[src/sv/gww_pkg.sv]
package gww_pkg;

    // register indexes on the configuration port
    localparam logic [1:0] REG_LINE_WIDTH = 2'd0;
    localparam logic [1:0] REG_DELIMITER  = 2'd1;
    localparam logic [1:0] REG_WRAP_LONG  = 2'd2;

    localparam logic [7:0] LINE_WIDTH_RST = 8'd40;
    localparam logic [7:0] DELIMITER_RST  = 8'd32;

    // queue between front and back
    localparam int QDEPTH = 2;
    localparam int QPTR_W = $clog2(QDEPTH);
    localparam int QCNT_W = $clog2(QDEPTH + 1);

    typedef enum logic [3:0] {
        MODE_WORD       = 4'b0001,
        MODE_DELIM      = 4'b0010,
        MODE_SKIP_WORD  = 4'b0100,
        MODE_SKIP_DELIM = 4'b1000
    } t_mode;

    // classified text byte
    typedef struct packed {
        logic is_end;
        logic is_delim;
    } t_item;

    // head of the queue as seen by the back part
    typedef struct packed {
        logic  valid;
        t_item item;
    } t_qhead;

endpackage

[src/sv/gww_front.sv]
module gww_front
    import gww_pkg::*;
(
    input  logic       i_clk,
    input  logic       i_rst_n,
    input  logic       i_valid,
    output logic       o_ready,
    input  logic [7:0] i_text_byte,
    input  logic [7:0] i_delimiter,
    input  logic       i_pop,
    output t_qhead     o_head
);

    t_item              r_q [QDEPTH];
    logic [QPTR_W-1:0]  r_wptr;
    logic [QPTR_W-1:0]  r_rptr;
    logic [QCNT_W-1:0]  r_count;
    logic               w_push;
    t_item              w_item;

    assign o_ready = (r_count != QCNT_W'(QDEPTH));
    assign w_push  = i_valid && o_ready;

    // end byte wins over a zero delimiter
    assign w_item.is_end   = (i_text_byte == 8'd0);
    assign w_item.is_delim = (i_text_byte == i_delimiter);

    assign o_head.valid = (r_count != '0);
    assign o_head.item  = r_q[r_rptr];

    always_ff @(posedge i_clk) begin
        if (w_push) begin
            r_q[r_wptr] <= w_item;
        end
    end

    always_ff @(posedge i_clk) begin
        if (!i_rst_n) begin
            r_wptr  <= '0;
            r_rptr  <= '0;
            r_count <= '0;
        end else begin
            if (w_push) begin
                r_wptr <= r_wptr + 1'b1;
            end
            if (i_pop) begin
                r_rptr <= r_rptr + 1'b1;
            end
            if (w_push && !i_pop) begin
                r_count <= r_count + 1'b1;
            end else if (!w_push && i_pop) begin
                r_count <= r_count - 1'b1;
            end
        end
    end

endmodule

[src/sv/gww_back.sv]
module gww_back
    import gww_pkg::*;
#(
    parameter int OFFSET_BITS = 16
) (
    input  logic        i_clk,
    input  logic        i_rst_n,
    input  t_qhead      i_head,
    output logic        o_pop,
    input  logic [7:0]  i_line_width,
    input  logic        i_wrap_long,
    output logic        o_valid,
    input  logic        i_ready,
    output logic [15:0] o_line_start,
    output logic [7:0]  o_line_length,
    output logic [15:0] o_line_number,
    output logic        o_is_last
);

    localparam int OB = OFFSET_BITS;

    logic [OB-1:0] r_pos, n_pos;
    logic [OB-1:0] r_cls, n_cls;
    logic [OB-1:0] r_lwe, n_lwe;
    logic [OB-1:0] r_cws, n_cws;
    t_mode         r_mode, n_mode;
    logic          r_first, n_first;
    logic [15:0]   r_lines, n_lines;

    logic          r_out_valid;
    logic [15:0]   r_start;
    logic [7:0]    r_len;
    logic [15:0]   r_num;
    logic          r_last;

    logic          w_emit;
    logic [7:0]    w_len;
    logic          w_last;
    logic [7:0]    w_width;
    logic [OB-1:0] w_span_p;
    logic [OB-1:0] w_span_w;
    logic          w_over;

    function automatic logic [OB-1:0] span(input logic [OB-1:0] from, input logic [OB-1:0] to);
        span = (to >= from) ? (to - from) : '0;
    endfunction

    function automatic logic [7:0] sat8(input logic [OB-1:0] v);
        sat8 = (v > OB'(8'hFF)) ? 8'hFF : v[7:0];
    endfunction

    assign o_pop    = i_head.valid && (!r_out_valid || i_ready);
    assign w_width  = (i_line_width == 8'd0) ? 8'd1 : i_line_width;
    assign w_span_p = span(r_cls, r_pos);
    assign w_span_w = span(r_cls, r_lwe);
    assign w_over   = (w_span_p >= OB'(w_width));

    always_comb begin
        n_pos   = r_pos;
        n_cls   = r_cls;
        n_lwe   = r_lwe;
        n_cws   = r_cws;
        n_mode  = r_mode;
        n_first = r_first;
        n_lines = r_lines;
        w_emit  = 1'b0;
        w_len   = w_width;
        w_last  = 1'b0;
        if (i_head.item.is_end) begin
            // close the open line, then back to the start of a text
            w_emit = (r_pos != '0);
            w_last = 1'b1;
            unique case (r_mode)
                MODE_WORD:  w_len = sat8(w_span_p);
                MODE_DELIM: w_len = sat8(w_span_w);
                default:    w_len = w_width;
            endcase
            n_pos   = '0;
            n_cls   = '0;
            n_lwe   = '0;
            n_cws   = '0;
            n_mode  = MODE_WORD;
            n_first = 1'b1;
            n_lines = '0;
        end else begin
            unique case (r_mode)
                MODE_WORD: begin
                    if (i_head.item.is_delim) begin
                        n_lwe  = r_pos;
                        n_mode = MODE_DELIM;
                    end else if (w_over) begin
                        if (r_first) begin
                            if (i_wrap_long) begin
                                w_emit = 1'b1;
                                w_len  = w_width;
                                n_cls  = r_pos;
                                n_cws  = r_pos;
                            end else begin
                                n_mode = MODE_SKIP_WORD;
                            end
                        end else begin
                            w_emit  = 1'b1;
                            w_len   = sat8(w_span_w);
                            n_cls   = r_cws;
                            n_first = 1'b1;
                        end
                    end
                end
                MODE_DELIM: begin
                    if (!i_head.item.is_delim) begin
                        if (w_over) begin
                            w_emit  = 1'b1;
                            w_len   = sat8(w_span_w);
                            n_cls   = r_pos;
                            n_first = 1'b1;
                        end else begin
                            n_first = 1'b0;
                        end
                        n_cws  = r_pos;
                        n_mode = MODE_WORD;
                    end
                end
                MODE_SKIP_WORD: begin
                    if (i_head.item.is_delim) begin
                        n_mode = MODE_SKIP_DELIM;
                    end
                end
                MODE_SKIP_DELIM: begin
                    if (!i_head.item.is_delim) begin
                        w_emit  = 1'b1;
                        w_len   = w_width;
                        n_cls   = r_pos;
                        n_cws   = r_pos;
                        n_first = 1'b1;
                        n_mode  = MODE_WORD;
                    end
                end
                default: begin
                    n_mode = MODE_WORD;
                end
            endcase
            if (r_pos != '1) begin
                n_pos = r_pos + 1'b1;
            end
            if (w_emit && (r_lines != 16'hFFFF)) begin
                n_lines = r_lines + 16'd1;
            end
        end
    end

    always_ff @(posedge i_clk) begin
        if (!i_rst_n) begin
            r_pos       <= '0;
            r_cls       <= '0;
            r_lwe       <= '0;
            r_cws       <= '0;
            r_mode      <= MODE_WORD;
            r_first     <= 1'b1;
            r_lines     <= '0;
            r_out_valid <= 1'b0;
        end else begin
            if (o_pop) begin
                r_pos   <= n_pos;
                r_cls   <= n_cls;
                r_lwe   <= n_lwe;
                r_cws   <= n_cws;
                r_mode  <= n_mode;
                r_first <= n_first;
                r_lines <= n_lines;
            end
            if (o_pop && w_emit) begin
                r_out_valid <= 1'b1;
            end else if (i_ready) begin
                r_out_valid <= 1'b0;
            end
        end
    end

    always_ff @(posedge i_clk) begin
        if (o_pop && w_emit) begin
            r_start <= 16'(r_cls);
            r_len   <= w_len;
            r_num   <= r_lines;
            r_last  <= w_last;
        end
    end

    assign o_valid       = r_out_valid;
    assign o_line_start  = r_start;
    assign o_line_length = r_len;
    assign o_line_number = r_num;
    assign o_is_last     = r_last;

endmodule

[src/sv/greedy_word_wrap_lines_unit.sv]
// channel  direction  handshake          payload
// text     in         i_valid / o_ready  i_text_byte
// lines    out        o_valid / i_ready  o_line_start, o_line_length, o_line_number, o_is_last
// config   in         psel/penable/pwrite/pready  paddr, pwdata, prdata
//
// one text byte per cycle sustained while the output is not stalled; a byte is
// held in a queue slot, then stepped by the back part, and any line result it
// ends is written into the output register
// the per-byte step is one compare-and-add pass in the back part
// synchronous active-low reset clears the queue, the scan state and the
// output register; config registers return to width 40, delimiter 32, no wrap
// a stalled output holds the back part; the two-entry queue keeps taking
// bytes until it fills, then o_ready drops
module greedy_word_wrap_lines_unit
    import gww_pkg::*;
#(
    parameter int OFFSET_BITS = 16
) (
    input  logic        i_clk,
    input  logic        i_rst_n,
    // text bytes
    input  logic        i_valid,
    output logic        o_ready,
    input  logic [7:0]  i_text_byte,
    // line results
    output logic        o_valid,
    input  logic        i_ready,
    output logic [15:0] o_line_start,
    output logic [7:0]  o_line_length,
    output logic [15:0] o_line_number,
    output logic        o_is_last,
    // register port
    input  logic        psel,
    input  logic        penable,
    input  logic        pwrite,
    input  logic [3:0]  paddr,
    input  logic [31:0] pwdata,
    output logic [31:0] prdata,
    output logic        pready
);

    logic [7:0] r_line_width;
    logic [7:0] r_delimiter;
    logic       r_wrap_long;

    logic       w_cfg_wr;
    logic [1:0] w_reg_idx;
    t_qhead     w_head;
    logic       w_pop;

    // register port: always ready, write lands on the access cycle
    assign pready    = 1'b1;
    assign w_reg_idx = paddr[3:2];
    assign w_cfg_wr  = psel && penable && pwrite && pready;

    always_ff @(posedge i_clk) begin
        if (!i_rst_n) begin
            r_line_width <= LINE_WIDTH_RST;
            r_delimiter  <= DELIMITER_RST;
            r_wrap_long  <= 1'b0;
        end else if (w_cfg_wr) begin
            unique case (w_reg_idx)
                REG_LINE_WIDTH: r_line_width <= pwdata[7:0];
                REG_DELIMITER:  r_delimiter  <= pwdata[7:0];
                REG_WRAP_LONG:  r_wrap_long  <= pwdata[0];
                default: begin
                    // unmapped address, write dropped
                end
            endcase
        end
    end

    // read mux
    always_comb begin
        unique case (w_reg_idx)
            REG_LINE_WIDTH: prdata = {24'd0, r_line_width};
            REG_DELIMITER:  prdata = {24'd0, r_delimiter};
            REG_WRAP_LONG:  prdata = {31'd0, r_wrap_long};
            default:        prdata = 32'd0;
        endcase
    end

    // front: take bytes, tag end and delimiter, queue them
    gww_front u_front (
        .i_clk       (i_clk),
        .i_rst_n     (i_rst_n),
        .i_valid     (i_valid),
        .o_ready     (o_ready),
        .i_text_byte (i_text_byte),
        .i_delimiter (r_delimiter),
        .i_pop       (w_pop),
        .o_head      (w_head)
    );

    // back: wrap state machine and output register
    gww_back #(
        .OFFSET_BITS (OFFSET_BITS)
    ) u_back (
        .i_clk         (i_clk),
        .i_rst_n       (i_rst_n),
        .i_head        (w_head),
        .o_pop         (w_pop),
        .i_line_width  (r_line_width),
        .i_wrap_long   (r_wrap_long),
        .o_valid       (o_valid),
        .i_ready       (i_ready),
        .o_line_start  (o_line_start),
        .o_line_length (o_line_length),
        .o_line_number (o_line_number),
        .o_is_last     (o_is_last)
    );

    // a full queue must have something to hand the back part
    a_full_has_head: assert property (@(posedge i_clk) disable iff (!i_rst_n)
        !o_ready |-> w_head.valid)
        else $error("queue full but head not valid");

    // a new line only appears after the back part stepped a byte
    a_out_from_step: assert property (@(posedge i_clk) disable iff (!i_rst_n)
        $rose(o_valid) |-> $past(w_pop))
        else $error("line result without a step");

    // a held result blocks the back part
    a_stall_no_step: assert property (@(posedge i_clk) disable iff (!i_rst_n)
        o_valid && !i_ready |-> !w_pop)
        else $error("step taken while result stalled");

endmodule
[config.mk]
export PLATFORM = sky130hd
export DESIGN_NAME = greedy_word_wrap_lines_unit
export DESIGN_NICKNAME = d
export VERILOG_FILES = /design/src/sv/gww_pkg.sv /design/src/sv/gww_front.sv /design/src/sv/gww_back.sv /design/src/sv/greedy_word_wrap_lines_unit.sv
export SDC_FILE = /design/constraint.sdc
export NUM_CORES = 1
export LEC_CHECK = 0
export BUFFER_PORTS_ARGS = -buffer_cell sky130_fd_sc_hd__buf_2
export CAP_MARGIN = 20
export CORE_ASPECT_RATIO = 1.1
export CORE_MARGIN = 2
export CORE_UTILIZATION = 55
export CTS_CLUSTER_DIAMETER = 30
export DETAILED_ROUTE_END_ITERATION = 8
export PLACE_DENSITY = 0.77
export SLEW_MARGIN = 10
export SYNTH_ARGS = -nofsm -noshare
export SYNTH_HDL_FRONTEND = slang
export SYNTH_SLANG_ARGS = --single-unit
[constraint.sdc]
create_clock -name i_clk -period 15.4 [get_ports i_clk]
set_input_delay 0.77 -clock i_clk [delete_from_list [all_inputs] [get_ports i_clk]]
set_output_delay 0.77 -clock i_clk [all_outputs]
set_load 0.1 [all_outputs]
Word-level counts from Yosys, hierarchy flattened:

Memory sizes are Yosys's and may differ from the RTL's. A register that Yosys moved wholly into a read port is not among the register bits.
Index checks and enable logic that the tools add are counted.

* memories kept: 1
* word-level logic and storage cells: 159
* input bits: 51
* memory bits (writable): 4
* register bits after elaboration: 148
* output and inout port bits: 76

* muxes and demuxes: 68
* magnitude comparators: 5
* reductions and logical operators: 36
* $add $sub $neg: 8
* equal/unequal tests: 23

Memories
* u_front.r_q: words 2, width 2, rd ports 1, clocked after Yosys merged registers in 1, write ports 1, line gww_front.sv:14 `t_item r_q [QDEPTH];`

Operators with widths (number)
* 2-to-1 mux 16 bit: 21
* 2-to-1 mux 8 bit: 9
* one-hot mux 16 bit (3 select lines): 1
* adder 16 x 1 -> 16 bit (second input constant): 2
* >= comparator 16 bit: 2
* greater-than comparator 16 x 8 -> 1 bit (second input constant): 2
* inequality test 16 bit (second input constant): 2
* one-hot mux 16 bit (2 select lines): 1
* one-hot mux 8 bit (2 select lines): 2
* subtractor 16 bit: 2
* 2-to-1 mux 4 bit: 7
* one-hot mux 8 bit (3 select lines): 1
* 2-to-1 mux 1 bit: 21
* >= comparator 16 x 8 -> 1 bit: 1
* zero test 8 bit: 2
* nonzero test 16 bit: 1
* inequality test 3 x 2 -> 1 bit (second input constant): 5
* nonzero test 2 bit: 7
* inequality test 3 x 1 -> 1 bit (second input constant): 4
* one-hot mux 4 bit (3 select lines): 1
* AND reduction 6 bit: 2
* AND reduction 2 bit: 5
* equality test 8 bit: 1
* logical AND 1 bit: 8
* 24 further kinds: 30

Depth between registers and ports, before layout:

* depth in word-level cells: 10
* depth in mapped cells: 23
* mapped depth without buffers: 20

Hierarchy:

Synthesis repeated with hierarchy kept, for this count alone.

* cell total of the unflattened synthesis: 961
* area, all modules: 8911.0 um2

By module, submodules not included
* gww_back: times used 1, sequential area each 2952.8 um2, cells an instance 802, area each 7412.1 um2
* greedy_word_wrap_lines_unit: times used 1, sequential area each 340.3 um2, cells an instance 115, area each 1017.2 um2
* gww_front: times used 1, sequential area each 220.2 um2, cells an instance 44, area each 481.7 um2

Worst setup path after synthesis:

OpenSTA, ideal clock, no wires.

* kind: register to register
* start: reg u_back.r_pos[0]
* end: reg u_back.r_last, in the netlist u_back.o_is_last, enable pin
* cell stages (with the launch flop): 20
* path slack: 9389 ps
* clock period less this slack: 6011 ps
* data required time: 14945 ps
* arrival time: 5556 ps
* buffers on the path: 1
* setup time: 455 ps
* path through: dfxtp_1 > inv_1 > ha_1 > inv_1 > fa_1 > a211oi_2 > o211ai_1 > a21oi_1 > a2111oi_2 > a211o_2 > buf_6 > and2_1 > ha_1 > a21o_1 > a21oi_1 > o21ai_0 > a2111oi_0 > nor2_1 > o311ai_0 > a21oi_1

* cells in the longest elaborated chain, start to end: 9
* elaborated cells between the ends (all ways): 13
* classes of those cells: add/sub: 1; order compare: 2; mux: 8; reduce/logical: 2

RTL lines
* from (decl): line gww_back.sv:22 `logic [OB-1:0] r_pos, n_pos;`
* from (signal assigned): line gww_back.sv:163 `r_pos <= n_pos;`
* subtractor 16 bit / >= comparator 16 bit (equally long branches): line gww_back.sv:45 `span = (to >= from) ? (to - from) : '0;`
* 2-to-1 mux 16 bit: line gww_back.sv:45
* >= comparator 16 x 8 -> 1 bit: line gww_back.sv:56 `assign w_over = (w_span_p >= OB'(w_width));`
* 2-to-1 mux 1 bit, on equally long branches: line gww_back.sv:111, gww_back.sv:91
* 2-to-1 mux 1 bit, on equally long branches: line gww_back.sv:110, gww_back.sv:88
* one-hot mux 1 bit (3 select lines): line gww_back.sv:86 `unique case (r_mode)`
* 2-to-1 mux 1 bit: line gww_back.sv:69 `if (i_head.item.is_end) begin`
* 2-to-1 mux 1 bit *: line gww_back.sv:69
* logical AND 1 bit *: line gww_back.sv:180 `if (o_pop && w_emit) begin`
* to (signal assigned): line gww_back.sv:184 `r_last <= w_last;`
* to (decl): line gww_back.sv:34 `logic r_last;`

Every way passes the cells marked *; elsewhere a longest branch is shown, timed or not. The select of a mux whose other input is x is not followed.
A chain may end at the register's enable or synchronous reset.

Worst setup path after layout:

* start: reg u_back.r_cls[11]
* end: reg u_back.r_out_valid, in the netlist u_back.o_valid

* cells in the longest elaborated chain, start to end: 10
* elaborated cells between the ends (all ways): 14
* classes of those cells: add/sub: 1; order compare: 2; mux: 9; reduce/logical: 2

RTL lines
* from (decl): line gww_back.sv:23 `logic [OB-1:0] r_cls, n_cls;`
* from (signal assigned): line gww_back.sv:164 `r_cls <= n_cls;`
* subtractor 16 bit / >= comparator 16 bit (equally long branches): line gww_back.sv:45
* 2-to-1 mux 16 bit *: line gww_back.sv:45
* >= comparator 16 x 8 -> 1 bit *: line gww_back.sv:56
* 2-to-1 mux 1 bit, on equally long branches: line gww_back.sv:111, gww_back.sv:91
* 2-to-1 mux 1 bit, on equally long branches: line gww_back.sv:110, gww_back.sv:88
* one-hot mux 1 bit (3 select lines) *: line gww_back.sv:86
* 2-to-1 mux 1 bit * (2 in a row): line gww_back.sv:69
* logical AND 1 bit *: line gww_back.sv:171 `if (o_pop && w_emit) begin`
* 2-to-1 mux 1 bit / nonzero test 2 bit (equally long branches)
* to (signal assigned): line gww_back.sv:160 `r_out_valid <= 1'b0;`
* to (signal assigned): line gww_back.sv:172 `r_out_valid <= 1'b1;`
* to (signal assigned): line gww_back.sv:174 `r_out_valid <= 1'b0;`
* to (decl): line gww_back.sv:30 `logic r_out_valid;`

Marks and branches as above.

==> results.json <==
{
  "route.detailed.wl_per_inst_um": 17.00,
  "crit_start": "u_back.r_cls[11]",
  "clockBufferDepth": 2,
  "yosysWarnings": 0,
  "gp_congestion": 0.9708,
  "antenna_left": 0,
  "r2r_slack_ps": 9160,
  "tns_ps": 0,
  "finClkSkew_ps": 9.797,
  "relSlewSlack": 0.2925,
  "holdCritPathClass": "reg -> reg",
  "drv_slew": 0,
  "synthFlopType": "dfxtp_1",
  "switchingPower_uw": 553.7,
  "total_power_mw": 1.380,
  "fp.dieW_um": 126.7,
  "ys_async_sr_fraction": 0,
  "switching_share": 0.4011,
  "final_nets": 1189,
  "die_h_um": 139.0,
  "cts_tree": "done",
  "setup_viol": 0,
  "area_delta_synth_final_pct": 10.89,
  "cts_resized": 0,
  "path_clk_slew_ps": 60,
  "r2r-end": "u_back.o_valid",
  "synth.ff_latch_count": 153,
  "ir_drop_uv": 87.28,
  "combPwrFrac": 0.361,
  "io_pins": 127,
  "core_area_mm2": 0.01631,
  "status": "finished, final reports clean",
  "vias": 7893,
  "max_cap_violations": 0,
  "hpwl_mm": 15.69,
  "p_seq_frac": 0.335,
  "critPathLaunchType": "register",
  "multiInputGateArea_mm2": 0.005057,
  "critPathCapture": "u_back.o_valid",
  "drive_gt1_frac": 0.1357,
  "tightest_slew_ps": 1059,
  "syn_inst": 1036,
  "grt_antenna_before_repair": 0,
  "power_density_mw_per_mm2": 136.6,
  "drtPass1Iterations": 5,
  "cts_hold_buf": 0,
  "ys_types": 78,
  "root_buffer": "clkbuf_16",
  "worst-endpoint-required_ps": 15720,
  "grt_pass1_wl_mm": 36.11,
  "rr_worst_depth": 18,
  "cts.sinks": 153,
  "start_util": 0.5587,
  "num-fill-cells": 1365,
  "synth_edf_count": 45,
  "drc_errors": 0,
  "antenna_cells": 0,
  "vias_per_cell": 6.030,
  "path_class": "reg -> reg",
  "drt_wl_total_mm": 22.25,
  "maxClockFrequency_ghz": 0.1602,
  "syn_area_mm2": 0.009111,
  "rr_startpoint": "u_back.r_cls[11]",
  "crit_fanout": 32,
  "regArea_mm2": 0.003513,
  "h-tree-depth": 4,
  "finalCritPeriodShare": 0.4052,
  "worstPathArrival_ps": 6560,
  "hold_viol": 0,
  "rsz0062_at_grt": "false",
  "num_rows": 49,
  "p_leak_nw": 3.954,
  "overflow": 0,
  "yosysSeqAreaShare": 0.3856,
  "postCtsSetupBuffers": 0,
  "avgSynthCellArea_um2": 8.795,
  "clkPwrFrac": 0.304,
  "grtUsageTotal": 0.2536,
  "clk_latency_ps": 430,
  "cts_buffers": 17,
  "io_buffers": 75,
  "p_int_uw": 826.6,
  "dieArea_mm2": 0.01761,
  "drt-initial-drc-count": 671,
  "grt_pass1_vias": 7385,
  "critPathCaptureType": "register",
  "period_minus_slack_ps": 6240,
  "grt_start_max_net_pins": 60
}
-- how the worst min path moves through the flow --
stage | start | end | slack [ps] | cells past startpoint
3_5_place_dp | u_back.r_cls[10] | u_back.o_line_start[10] | 440 | 0
2_1_floorplan | u_back.r_cls[10] | u_back.o_line_start[10] | 430 | 0
3_3_place_gp | u_back.r_lwe[10] | u_back.r_lwe[10] | 440 | 2
4_1_cts | u_back.r_lwe[10] | u_back.r_lwe[10] | 460 | 2
5_1_grt | u_back.r_cls[10] | u_back.o_line_start[10] | 470 | 0
6_report | u_back.r_lwe[10] | u_back.r_lwe[10] | 450 | 2
-- power by group through the flow --
stage / clock (mW) / sequential (mW) / combinational [mW]
final: 0.420 / 0.462 / 0.499
after CTS: 0.423 / 0.462 / 0.492
after global placement: 0 / 0.469 / 0.483
after detailed placement: 0 / 0.470 / 0.488
after floorplan: 0 / 0.547 / 0.306
after global routing: 0.439 / 0.465 / 0.530
-- critical path, cell delays in order (launching register included) --
cell and delay, ps:
dfxtp_1 350, inv_1 100, ha_1 480, nand4_1 200
or4_1 620, a2111oi_2 380, a211o_2 290, nand2b_1 90
ha_1 290, nand2b_1 140, a21o_1 170, a21oi_1 140
o21ai_0 120, a2111oi_0 740, nor2_1 260, o311ai_0 860
a21oi_4 270, buf_4 380, o21a_1 230
-- cell usage after synthesis (all sizes together), types with 8 or more instances --
master,n,area share
nand2,120,0.049
dfxtp,108,0.24
nor2,85,0.035
a21oi,74,0.041
nand3,59,0.032
inv,57,0.023
o21ai,51,0.028
mux2i,46,0.051
edfxtp,45,0.15
ha,44,0.060
buf,39,0.034
clkbuf,35,0.014
xnor2,33,0.032
o221ai,21,0.027
or4,19,0.016
o31ai,16,0.015
nand4,15,0.010
nor3,14,0.0077
a21o,12,0.0099
and3,12,0.0082
o211ai,10,0.0097
and2,9,0.0062
or3,9,0.0062
xor2,9,0.0087
o21a,8,0.0066
-- flip-flops by register name (all words and copies together), names as in the netlist, named ones only --
register / flops
u_back.r_cls: 16
u_back.r_first: 1
u_back.o_line_start: 16
u_front.r_q: 4
u_back.r_cws: 16
u_back.o_line_number: 16
u_back.r_lwe: 16
u_back.r_lines: 16
u_back.o_valid: 1
u_back.o_line_length: 8
u_front.r_count: 2
u_back.r_pos: 16
u_front.r_wptr: 1
r_line_width: 8
u_back.r_mode: 4
u_back.o_is_last: 1
u_front.r_rptr: 1
r_delimiter: 8
r_wrap_long: 1
-- placed cells by master, fill, tap and decap left out, types with 4 or more instances in the layout --
| master | instances |
|---|---|
| o211ai_1 | 9 |
| nand2b_1 | 7 |
| o31ai_1 | 14 |
| nor3_1 | 14 |
| o221ai_2 | 10 |
| and2_1 | 9 |
| nand2_1 | 120 |
| a21oi_1 | 73 |
| nor4b_1 | 4 |
| mux2_2 | 4 |
| nand4_1 | 15 |
| nor2_1 | 85 |
| o21ai_0 | 45 |
| o221ai_1 | 11 |
| a31oi_1 | 6 |
| or3_1 | 9 |
| dfxtp_1 | 108 |
| xor2_1 | 9 |
| buf_2 | 75 |
| o21a_1 | 8 |
| edfxtp_1 | 45 |
| nand3_1 | 59 |
| a21o_1 | 12 |
| clkbuf_16 | 17 |
| mux2i_1 | 45 |
| o21ai_1 | 5 |
| nor4_1 | 6 |
| or2_2 | 4 |
| conb_1 | 25 |
| ha_1 | 44 |
| buf_4 | 13 |
| or4_1 | 18 |
| and3_1 | 12 |
| xnor2_1 | 33 |
| inv_1 | 57 |
-- layer usage --
layer / routed length (um) / vias up / track usage / share of wire
li1: - / 3814 / - / -
met1: 9546 / 3716 / 0.3358 / 0.43
met2: 10500 / 306 / 0.4148 / 0.47
met3: 1482 / 57 / 0.04282 / 0.067
met4: 722 / 0 / 0.1001 / 0.032
met5: 0 / - / 0 / 0
-- cell families after synthesis --
group,synth area share
other,0.0008243
xor gates and xnor gates,0.04037
muxes,0.05548
buffers and inverters,0.07237
DFF,0.3856
and+or+nand+nor,0.1958
adders and majority gates,0.06482
AOI/OAI and AO/OA,0.1847
-- cell type report --
cell class | count | area share
Tap cell | 204 | 0.02526
Multi-Input combinational cell | 774 | 0.5006
Clock buffer | 20 | 0.04322
Sequential cell | 153 | 0.3477
Clock inverter | 12 | 0.01486
Inverter | 58 | 0.02155
Timing Repair Buffer | 88 | 0.04681
-- stage by stage --
stage / worst slack, ps / utilization / instances / cell area, um2 / hold slack [ps]
4_1_cts: 9196 / 0.6195 / 1309 / 10100 / 456.5
2_1_floorplan: 9389 / - / 1059 / 9198 / 430.0
3_3_place_gp: 9335 / 0.5836 / 1277 / 9517 / 443.0
5_1_grt: 8869 / 0.6195 / 1309 / 10100 / 472.1
3_5_place_dp: 9235 / 0.5836 / 1277 / 9517 / 442.9
6_report: 9160 / 0.6195 / 1309 / 10100 / 454.5
(Power assumes the default switching activity.)
